==> src/sv/block_transfer_address_sequencer_top_assert.svh <==
// Assertion macros used by the sequencer RTL.
`ifndef BLOCK_TRANSFER_ADDRESS_SEQUENCER_TOP_ASSERT_SVH
`define BLOCK_TRANSFER_ADDRESS_SEQUENCER_TOP_ASSERT_SVH

// Same-cycle implication, sampled on clk, off while rst_n is low.
`define BTAS_ASSERT_NOW(label, ante, cons, msg) \
    label: assert property (@(posedge clk) disable iff (!rst_n) (ante) |-> (cons)) \
        else $error(msg);

// Next-cycle implication, sampled on clk, off while rst_n is low.
`define BTAS_ASSERT_NEXT(label, ante, cons, msg) \
    label: assert property (@(posedge clk) disable iff (!rst_n) (ante) |=> (cons)) \
        else $error(msg);

`endif

==> src/sv/btas_pkg.sv <==
// Shared types and constants for the block transfer address sequencer.
package btas_pkg;

    localparam int LIST_BITS          = 16;
    localparam int ADDR_W             = 32;
    localparam int REG_IDX_W          = 4;
    localparam int COUNT_W            = 5;
    localparam int REGISTER_COUNT_DEF = 16;
    localparam int WORD_BYTES         = 4;

    typedef logic [ADDR_W-1:0]    word_t;
    typedef logic [LIST_BITS-1:0] list_t;
    typedef logic [REG_IDX_W-1:0] reg_idx_t;
    typedef logic [COUNT_W-1:0]   count_t;

    // Addressing modes
    localparam logic [1:0] MODE_IA = 2'd0;
    localparam logic [1:0] MODE_IB = 2'd1;
    localparam logic [1:0] MODE_DA = 2'd2;
    localparam logic [1:0] MODE_DB = 2'd3;

    // Shared adder operations
    localparam logic ALU_ADD = 1'b0;
    localparam logic ALU_SUB = 1'b1;

    typedef struct packed {
        logic  op;
        word_t a;
        word_t b;
    } alu_req_t;

endpackage

==> src/sv/btas_alu.sv <==
// Shared 32-bit add/subtract unit used for writeback, start address and stepping.
module btas_alu (
    input  btas_pkg::alu_req_t req,
    output btas_pkg::word_t    y
);

    always_comb
    begin
        case (req.op)
            btas_pkg::ALU_ADD: y = req.a + req.b;
            btas_pkg::ALU_SUB: y = req.a - req.b;
            default:           y = req.a + req.b;
        endcase
    end

endmodule

==> src/sv/btas_seq.sv <==
// Sequencer: captures one instruction and walks its register list one beat at a time.
`include "block_transfer_address_sequencer_top_assert.svh"

module btas_seq #(
    parameter int REGISTER_COUNT = btas_pkg::REGISTER_COUNT_DEF
) (
    input  logic                clk,
    input  logic                rst_n,
    input  logic                arm9_rules,
    input  logic                item_valid,
    output logic                item_ready,
    input  logic                action,
    input  logic [1:0]          address_mode,
    input  btas_pkg::list_t     register_list,
    input  btas_pkg::reg_idx_t  base_index,
    input  btas_pkg::word_t     base_value,
    output btas_pkg::alu_req_t  alu_req,
    input  btas_pkg::word_t     alu_y,
    output logic                result_valid,
    input  logic                result_ready,
    output logic                transfer_valid,
    output btas_pkg::word_t     transfer_address,
    output btas_pkg::reg_idx_t  register_number,
    output logic                is_load,
    output logic                writeback_enable,
    output btas_pkg::word_t     writeback_value,
    output logic                last
);

    localparam int USABLE = (REGISTER_COUNT < btas_pkg::LIST_BITS) ?
                            REGISTER_COUNT : btas_pkg::LIST_BITS;

    localparam logic [2:0] S_IDLE  = 3'd0;
    localparam logic [2:0] S_COUNT = 3'd1;
    localparam logic [2:0] S_WB    = 3'd2;
    localparam logic [2:0] S_START = 3'd3;
    localparam logic [2:0] S_EMIT  = 3'd4;

    logic [2:0]         state_reg, state_next;
    logic               load_reg;
    logic [1:0]         mode_reg;
    btas_pkg::list_t    left_reg, left_next;
    btas_pkg::reg_idx_t base_idx_reg;
    btas_pkg::word_t    base_reg;
    btas_pkg::count_t   count_reg;
    logic               wben_reg;
    btas_pkg::word_t    wbval_reg;
    btas_pkg::word_t    addr_reg;

    logic               res_valid_reg;
    logic               res_tv_reg;
    btas_pkg::word_t    res_addr_reg;
    btas_pkg::reg_idx_t res_num_reg;
    logic               res_load_reg;
    logic               res_wben_reg;
    btas_pkg::word_t    res_wbval_reg;
    logic               res_last_reg;

    btas_pkg::list_t    list_mask;
    btas_pkg::count_t   popcount;
    btas_pkg::reg_idx_t low_idx;
    logic               wben_calc;
    logic               slot_free;
    logic               emit_load;
    logic               final_beat;

    always_comb
    begin
        for (int i = 0; i < btas_pkg::LIST_BITS; i++)
        begin
            list_mask[i] = (i < USABLE);
        end
    end

    always_comb
    begin
        popcount = '0;
        for (int i = 0; i < btas_pkg::LIST_BITS; i++)
        begin
            popcount = popcount + btas_pkg::count_t'(left_reg[i]);
        end
    end

    // Lowest listed register still to go
    always_comb
    begin
        low_idx = '0;
        for (int i = btas_pkg::LIST_BITS - 1; i >= 0; i--)
        begin
            if (left_reg[i])
            begin
                low_idx = btas_pkg::reg_idx_t'(i);
            end
        end
    end

    always_comb
    begin
        logic in_list;
        logic only;
        logic not_highest;
        in_list     = left_reg[base_idx_reg];
        only        = (left_reg == (btas_pkg::list_t'(1) << base_idx_reg));
        not_highest = ((left_reg >> base_idx_reg) != btas_pkg::list_t'(1));
        wben_calc   = !load_reg || !in_list || (arm9_rules && (only || not_highest));
    end

    // Operand selection for the shared adder
    always_comb
    begin
        alu_req.op = btas_pkg::ALU_ADD;
        alu_req.a  = addr_reg;
        alu_req.b  = btas_pkg::word_t'(btas_pkg::WORD_BYTES);
        case (state_reg)
            S_WB:
            begin
                alu_req.op = mode_reg[1] ? btas_pkg::ALU_SUB : btas_pkg::ALU_ADD;
                alu_req.a  = base_reg;
                alu_req.b  = btas_pkg::word_t'({count_reg, 2'b00});
            end
            S_START:
            begin
                alu_req.a = mode_reg[1] ? wbval_reg : base_reg;
                if (mode_reg inside {btas_pkg::MODE_IB, btas_pkg::MODE_DA})
                begin
                    alu_req.b = btas_pkg::word_t'(btas_pkg::WORD_BYTES);
                end
                else
                begin
                    alu_req.b = '0;
                end
            end
            default:
            begin
                alu_req.a = addr_reg;
            end
        endcase
    end

    assign item_ready = (state_reg == S_IDLE);
    assign slot_free  = !res_valid_reg || result_ready;
    assign emit_load  = (state_reg == S_EMIT) && slot_free;
    assign final_beat = (count_reg == '0) ||
                        ((left_reg & (left_reg - btas_pkg::list_t'(1))) == '0);

    always_comb
    begin
        state_next = state_reg;
        left_next  = left_reg;
        case (state_reg)
            S_IDLE:
            begin
                if (item_valid)
                begin
                    state_next = S_COUNT;
                    left_next  = register_list & list_mask;
                end
            end
            S_COUNT: state_next = S_WB;
            S_WB:    state_next = (count_reg == '0) ? S_EMIT : S_START;
            S_START: state_next = S_EMIT;
            S_EMIT:
            begin
                if (slot_free)
                begin
                    left_next = left_reg & (left_reg - btas_pkg::list_t'(1));
                    if (final_beat)
                    begin
                        state_next = S_IDLE;
                    end
                end
            end
            default: state_next = S_IDLE;
        endcase
    end

    always_ff @(posedge clk or negedge rst_n)
    begin
        if (!rst_n)
        begin
            state_reg     <= S_IDLE;
            res_valid_reg <= 1'b0;
        end
        else
        begin
            state_reg <= state_next;
            if (emit_load)
            begin
                res_valid_reg <= 1'b1;
            end
            else if (result_ready)
            begin
                res_valid_reg <= 1'b0;
            end
        end
    end

    always_ff @(posedge clk)
    begin
        left_reg <= left_next;
        if (state_reg == S_IDLE && item_valid)
        begin
            load_reg     <= action;
            mode_reg     <= address_mode;
            base_idx_reg <= base_index;
            base_reg     <= base_value;
        end
        if (state_reg == S_COUNT)
        begin
            count_reg <= popcount;
            wben_reg  <= wben_calc;
        end
        if (state_reg == S_WB)
        begin
            wbval_reg <= alu_y;
        end
        if (state_reg == S_START || emit_load)
        begin
            addr_reg <= alu_y;
        end
        if (emit_load)
        begin
            res_tv_reg    <= (count_reg != '0);
            res_addr_reg  <= (count_reg != '0) ? addr_reg : '0;
            res_num_reg   <= (count_reg != '0) ? low_idx : '0;
            res_load_reg  <= load_reg;
            res_wben_reg  <= final_beat ? ((count_reg == '0) || wben_reg) : 1'b0;
            res_wbval_reg <= final_beat ? wbval_reg : '0;
            res_last_reg  <= final_beat;
        end
    end

    assign result_valid     = res_valid_reg;
    assign transfer_valid   = res_tv_reg;
    assign transfer_address = res_addr_reg;
    assign register_number  = res_num_reg;
    assign is_load          = res_load_reg;
    assign writeback_enable = res_wben_reg;
    assign writeback_value  = res_wbval_reg;
    assign last             = res_last_reg;

    `BTAS_ASSERT_NOW(a_mid_no_wb, result_valid && !last,
        !writeback_enable && writeback_value == '0, "writeback on a non-final beat")
    `BTAS_ASSERT_NOW(a_empty_last, result_valid && !transfer_valid, last,
        "empty-list beat not marked last")
    `BTAS_ASSERT_NEXT(a_step_one, emit_load && count_reg != '0,
        $countones(left_reg) == $countones($past(left_reg)) - 1,
        "list did not drop exactly one register")
    `BTAS_ASSERT_NEXT(a_final_empty, emit_load && final_beat,
        left_reg == '0 && state_reg == S_IDLE, "registers left after the final beat")

endmodule

==> src/sv/block_transfer_address_sequencer_top.sv <==
// Block transfer address sequencer: one load/store-multiple instruction in, one beat per register out.
//
// Usage:
//   Input channel (item_valid/item_ready) takes one instruction: action, address_mode,
//   register_list, base_index and base_value. Output channel (result_valid/result_ready)
//   gives one beat per listed register in ascending order with its word address,
//   register number and direction; the last beat carries writeback_enable and
//   writeback_value. An empty list gives a single beat with transfer_valid low.
//   cfg_write_enable/cfg_write_data write arm9_rules (base writeback rule for loads);
//   write it only while no instruction is in flight.
// Timing:
//   After acceptance the block steps through S_COUNT, S_WB, S_START and S_EMIT
//   (no S_START for an empty list), then registers the first beat in the output.
//   One beat per cycle follows while result_ready stays high. The single shared adder
//   computes the writeback value, the start address and each next address.
//   item_ready is high only while the block is idle; it rises once the last beat has
//   been loaded into the output register, even if that beat still waits.
// Reset: rst_n clears the sequencer, drops result_valid and sets arm9_rules to 1.
// Stall: while result_ready is low the current beat holds and stepping pauses.
module block_transfer_address_sequencer_top #(
    parameter int REGISTER_COUNT = btas_pkg::REGISTER_COUNT_DEF
) (
    input  logic                clk,
    input  logic                rst_n,
    input  logic                cfg_write_enable,
    input  logic                cfg_write_data,
    input  logic                item_valid,
    output logic                item_ready,
    input  logic                action,
    input  logic [1:0]          address_mode,
    input  btas_pkg::list_t     register_list,
    input  btas_pkg::reg_idx_t  base_index,
    input  btas_pkg::word_t     base_value,
    output logic                result_valid,
    input  logic                result_ready,
    output logic                transfer_valid,
    output btas_pkg::word_t     transfer_address,
    output btas_pkg::reg_idx_t  register_number,
    output logic                is_load,
    output logic                writeback_enable,
    output btas_pkg::word_t     writeback_value,
    output logic                last
);

    logic               arm9_rules_reg;
    btas_pkg::alu_req_t alu_req;
    btas_pkg::word_t    alu_y;

    always_ff @(posedge clk or negedge rst_n)
    begin
        if (!rst_n)
        begin
            arm9_rules_reg <= 1'b1;
        end
        else if (cfg_write_enable)
        begin
            arm9_rules_reg <= cfg_write_data;
        end
    end

    btas_alu u_alu (
        .req (alu_req),
        .y   (alu_y)
    );

    btas_seq #(
        .REGISTER_COUNT (REGISTER_COUNT)
    ) u_seq (
        .clk              (clk),
        .rst_n            (rst_n),
        .arm9_rules       (arm9_rules_reg),
        .item_valid       (item_valid),
        .item_ready       (item_ready),
        .action           (action),
        .address_mode     (address_mode),
        .register_list    (register_list),
        .base_index       (base_index),
        .base_value       (base_value),
        .alu_req          (alu_req),
        .alu_y            (alu_y),
        .result_valid     (result_valid),
        .result_ready     (result_ready),
        .transfer_valid   (transfer_valid),
        .transfer_address (transfer_address),
        .register_number  (register_number),
        .is_load          (is_load),
        .writeback_enable (writeback_enable),
        .writeback_value  (writeback_value),
        .last             (last)
    );

endmodule
==> config.mk <==
export PLATFORM = sky130hd
export DESIGN_NAME = block_transfer_address_sequencer_top
export DESIGN_NICKNAME = d
export VERILOG_FILES = /design/src/sv/btas_pkg.sv /design/src/sv/btas_alu.sv /design/src/sv/btas_seq.sv /design/src/sv/block_transfer_address_sequencer_top.sv
export VERILOG_INCLUDE_DIRS = /design/src /design/src/sv
export SDC_FILE = /design/constraint.sdc
export NUM_CORES = 1
export LEC_CHECK = 0
export ABC_CLOCK_PERIOD_IN_PS = 12370
export BUFFER_PORTS_ARGS = -buffer_cell sky130_fd_sc_hd__buf_4
export CORE_MARGIN = 8
export CORE_UTILIZATION = 35
export DETAILED_ROUTE_END_ITERATION = 10
export GPL_TIMING_DRIVEN = 0
export HOLD_SLACK_MARGIN = 0.05
export SLEW_MARGIN = 20
export SYNTH_ARGS = -nofsm -noshare
export SYNTH_HDL_FRONTEND = slang
export SYNTH_SLANG_ARGS = --single-unit
==> constraint.sdc <==
create_clock -name clk -period 12.37 [get_ports clk]
set_clock_uncertainty 0.15 [all_clocks]
set_input_delay 2.474 -clock clk [delete_from_list [all_inputs] [get_ports clk]]
set_output_delay 2.474 -clock clk [all_outputs]
set_load 0.05 [all_outputs]
==> results by group <==
Yosys
  – Synthesized area: 10600 µm²
  – Synth warn: 0
  – Yosys reg bits: 202
  – Mapped Cells: 896
  – Synth cell types: 70
  – Post-synth EDFFs: 197
  – Register area share after synthesis: 0.571
  – Net Count, Synth: 1005
  – Dominant cell type by area after synthesis: edfxtp_1
  – Synth top area share: 0.559
  – Synth Flop Type: edfxtp_1
  – Synth area leaders: edfxtp_1 56%, ha_1 4.5%, and2_1 4.1%
  – Mapped Avg Cell Area: 11.8 µm²
  – FFs w/ async S/R, synth: 0.0248

Route
  – WL per Instance: 19.6 µm
  – Initial DRC count: 631
  – Via Count: 7628
  – Routed Antenna Nets: 0
  – DR pass1 iterations: 4
  – DRT Wirelength: 28800 µm
  – Vias per inst: 5.18
  – Drt drc: 0

Clock network
  – Cts repair resizes: 0
  – Clock latency on the worst-skew pair: 0.52 ns
  – Max clock buf depth: 3
  – Clock-pin slew on the worst setup and hold paths: 0.06 ns
  – Root Buffer: clkbuf_16
  – Post-CTS setup buffer count: 0
  – Count of clock tree sinks: 202
  – TritonCTS clock tree: built
  – H-tree levels: 1
  – CTS Buf Count: 24
  – Hold_buf cts: 0

Global route
  – Vias in the first global route: 7724
  – Total gr overflow: 0
  – Initial antenna violation count: 1
  – Tot GR Track Use: 0.157
  – First-pass GRT wire length: 44300 µm
  – Largest net degree at the start of global routing: 31

Worst setup path
  – Reg2reg end: u_seq.addr_reg[21]$_DFFE_PP_
  – R2R depth: 17
  – Worst Setup Path Type: reg -> reg
  – CP Data Arrival Time: 5.21 ns
  – Reg-to-reg startpoint: u_seq.state_reg[1]$_DFFE_PN0P_
  – Nature of the critical path endpoint: flip-flop
  – CP required: 12.54 ns
  – Critical path launch point type: flip-flop
  – CP Launch Point: u_seq.state_reg[1]$_DFFE_PN0P_
  – Worst reg2reg setup slack: 7.33 ns
  – Peak fanout along the critical path: 20

STA
  – Final setup TNS: 0 ns
  – Crit share post-route: 0.408
  – Slew at the pin closest to its max-slew limit: 0.936 ns
  – RSZ-0062 raised after global routing: false
  – Setup ws final: 7.33 ns
  – Final min period: 5.04 ns
  – Fin Hold WS: 0.324 ns
  – Final Hold Viols: 0
  – Slew Limit Fails: 0
  – Worst slew margin: 0.376
  – Setup violators final: 0
  – F_max: 198 MHz

Finish
  – Total Nets Final: 1172
  – Layout filler cell count: 2786
  – Final core area utilization: 0.440
  – Fin cells: 1472
  – FF/Latch Area: 6040 µm²
  – Final Cell Area: 13100 µm²
  – Share of layout cells above drive strength 1: 0.205
  – Area Growth Syn to Fin: 23.7%
  – Area of the multi-input gates: 4190 µm²

Placed design
  – Count of input and output buffers: 134
  – Routability congestion estimate: 0.863
  – Detailed Place HPWL: 21200 µm
  – Placed Cells: 1427
  – Pre-CTS setup slack: 7.41 ns
  – Area after DPL: 12200 µm²

Floorplan
  – Top-level I/O count: 135
  – Initial Util: 0.356
  – Placeable Area: 29700 µm²
  – Die W: 190 µm
  – Height of the die: 190 µm
  – Die area: 36000 µm²
  – Rows: 63

Pwr
  – Design Power: 4.40 mW
  – Leakage: 5.23 nW
  – P per Cell Area: 336 nW/µm²
  – Worst vdd ir: 0.142 mV

Min path
  – Hold Path End: u_seq.is_load$_DFFE_PP_
  – Worst hold-check path type: reg -> reg
  – Hold Path Origin: u_seq.load_reg$_DFFE_PP_
  – Hold Path Cell Cnt: 0

Outcome
  – Status: finished, final reports clean

Job
  – # Max-Cap Violations: 0
[synth_stat cells, drive strengths merged, types with 10 or more instances]
library cell and number:
inv 37, a21o 12, nor3 20, fa 10, mux2i 39, a21oi 47, edfxtp 197, clkbuf 37
nor2 34, and2 70, xnor2 20, nand3 10, o21ai 73, nand2 97, buf 13, ha 38
[placed cells by master, fill, tap and decap left out, types with 5 or more instances in the layout]
master / synthesis / layout
ha_1: 38 / 38
o21a_1: 9 / 9
buf_6: 5 / 6
a211oi_1: 6 / 6
a21o_1: 12 / 11
a31oi_1: 8 / 8
edfxtp_1: 197 / 197
nand3_1: 10 / 10
a21oi_1: 47 / 47
and2_1: 70 / 70
buf_2: 5 / 5
xnor2_1: 20 / 20
nand4_1: 7 / 7
nand2b_1: 7 / 7
mux2i_1: 39 / 39
xor2_1: 9 / 9
clkbuf_1: 37 / 38
inv_1: 37 / 35
o31ai_1: 8 / 8
nor2b_1: 8 / 8
clkbuf_16: 0 / 25
fa_1: 10 / 10
nand2_1: 96 / 96
nor4_1: 7 / 6
buf_4: 0 / 134
nor2_1: 34 / 33
nor3_1: 19 / 19
o21ai_0: 71 / 70
inv_6: 0 / 5
[area by class of cell]
type                    count  share of cell area
repair buffers            141              0.0886
well taps                 390              0.0373
clock buffers              26              0.0481
plain buffers              50              0.0177
clock inverters            18              0.0153
diodes                      1            0.000191
inverters                  37              0.0106
multi-input cells         607               0.320
flip-flops and latches    202               0.462
[report_power, final]
part           total, mW  internal (mW)  switching (mW)
Clock              0.729          0.437           0.291
Sequential          1.35           1.24           0.105
Combinational       2.32          0.866            1.46
[layer usage]
metal,part of all wire,vias to the layer above,global-route usage
li1,-,3643,-
met1,0.46,3728,0.217
met2,0.45,210,0.249
met3,0.056,47,0.0273
met4,0.025,0,0.0463
met5,0,-,0
[cells by family (layout without fill, tap and decap cells)]
| kind of cell | count (synthesis) | in the layout | share of synthesized area |
|---|---|---|---|
| AO/OA/AOI/OAI | 200 | 200 | 0.118 |
| XOR/XNOR | 29 | 29 | 0.0240 |
| adder cells (fa/ha/maj) | 49 | 49 | 0.0649 |
| buffers and inverters | 87 | 272 | 0.0350 |
| flip-flops | 202 | 202 | 0.571 |
| multiplexers | 46 | 46 | 0.0486 |
| other | 0 | 1 | 0 |
| AND/OR/NAND/NOR | 283 | 283 | 0.139 |
[worst max path at each step]
stage | end | slack (ns) | depth (start not counted)
final | u_seq.addr_reg[21]$_DFFE_PP_ | 7.33 | 17
after global routing | u_seq.addr_reg[21]$_DFFE_PP_ | 6.94 | 17
after CTS | u_seq.addr_reg[21]$_DFFE_PP_ | 7.36 | 17
after detailed placement | u_seq.wbval_reg[21]$_DFFE_PN_ | 7.41 | 17
after global placement | u_seq.addr_reg[14]$_DFFE_PP_ | 3.08 | 4
after floorplan | u_seq.addr_reg[0]$_DFFE_PP_ | 5.47 | 3
[worst max-delay path, cell delays in order (launching register included)]
cell and delay, ns:
dfrtp_1 0.40, nor2b_1 0.30, nand2b_1 0.09, clkbuf_1 0.22, inv_2 0.45, nand2_1 0.11, ha_1 0.26, o21a_1 0.13
ha_1 0.27, mux2i_1 0.10, ha_1 0.35, and4_1 0.19, o21ai_0 0.15, and3_1 0.25, o31a_1 0.35, o31ai_1 0.54
a21boi_0 0.22, xnor2_1 0.29
No activity file was read; power rests on OpenSTA's default activity.
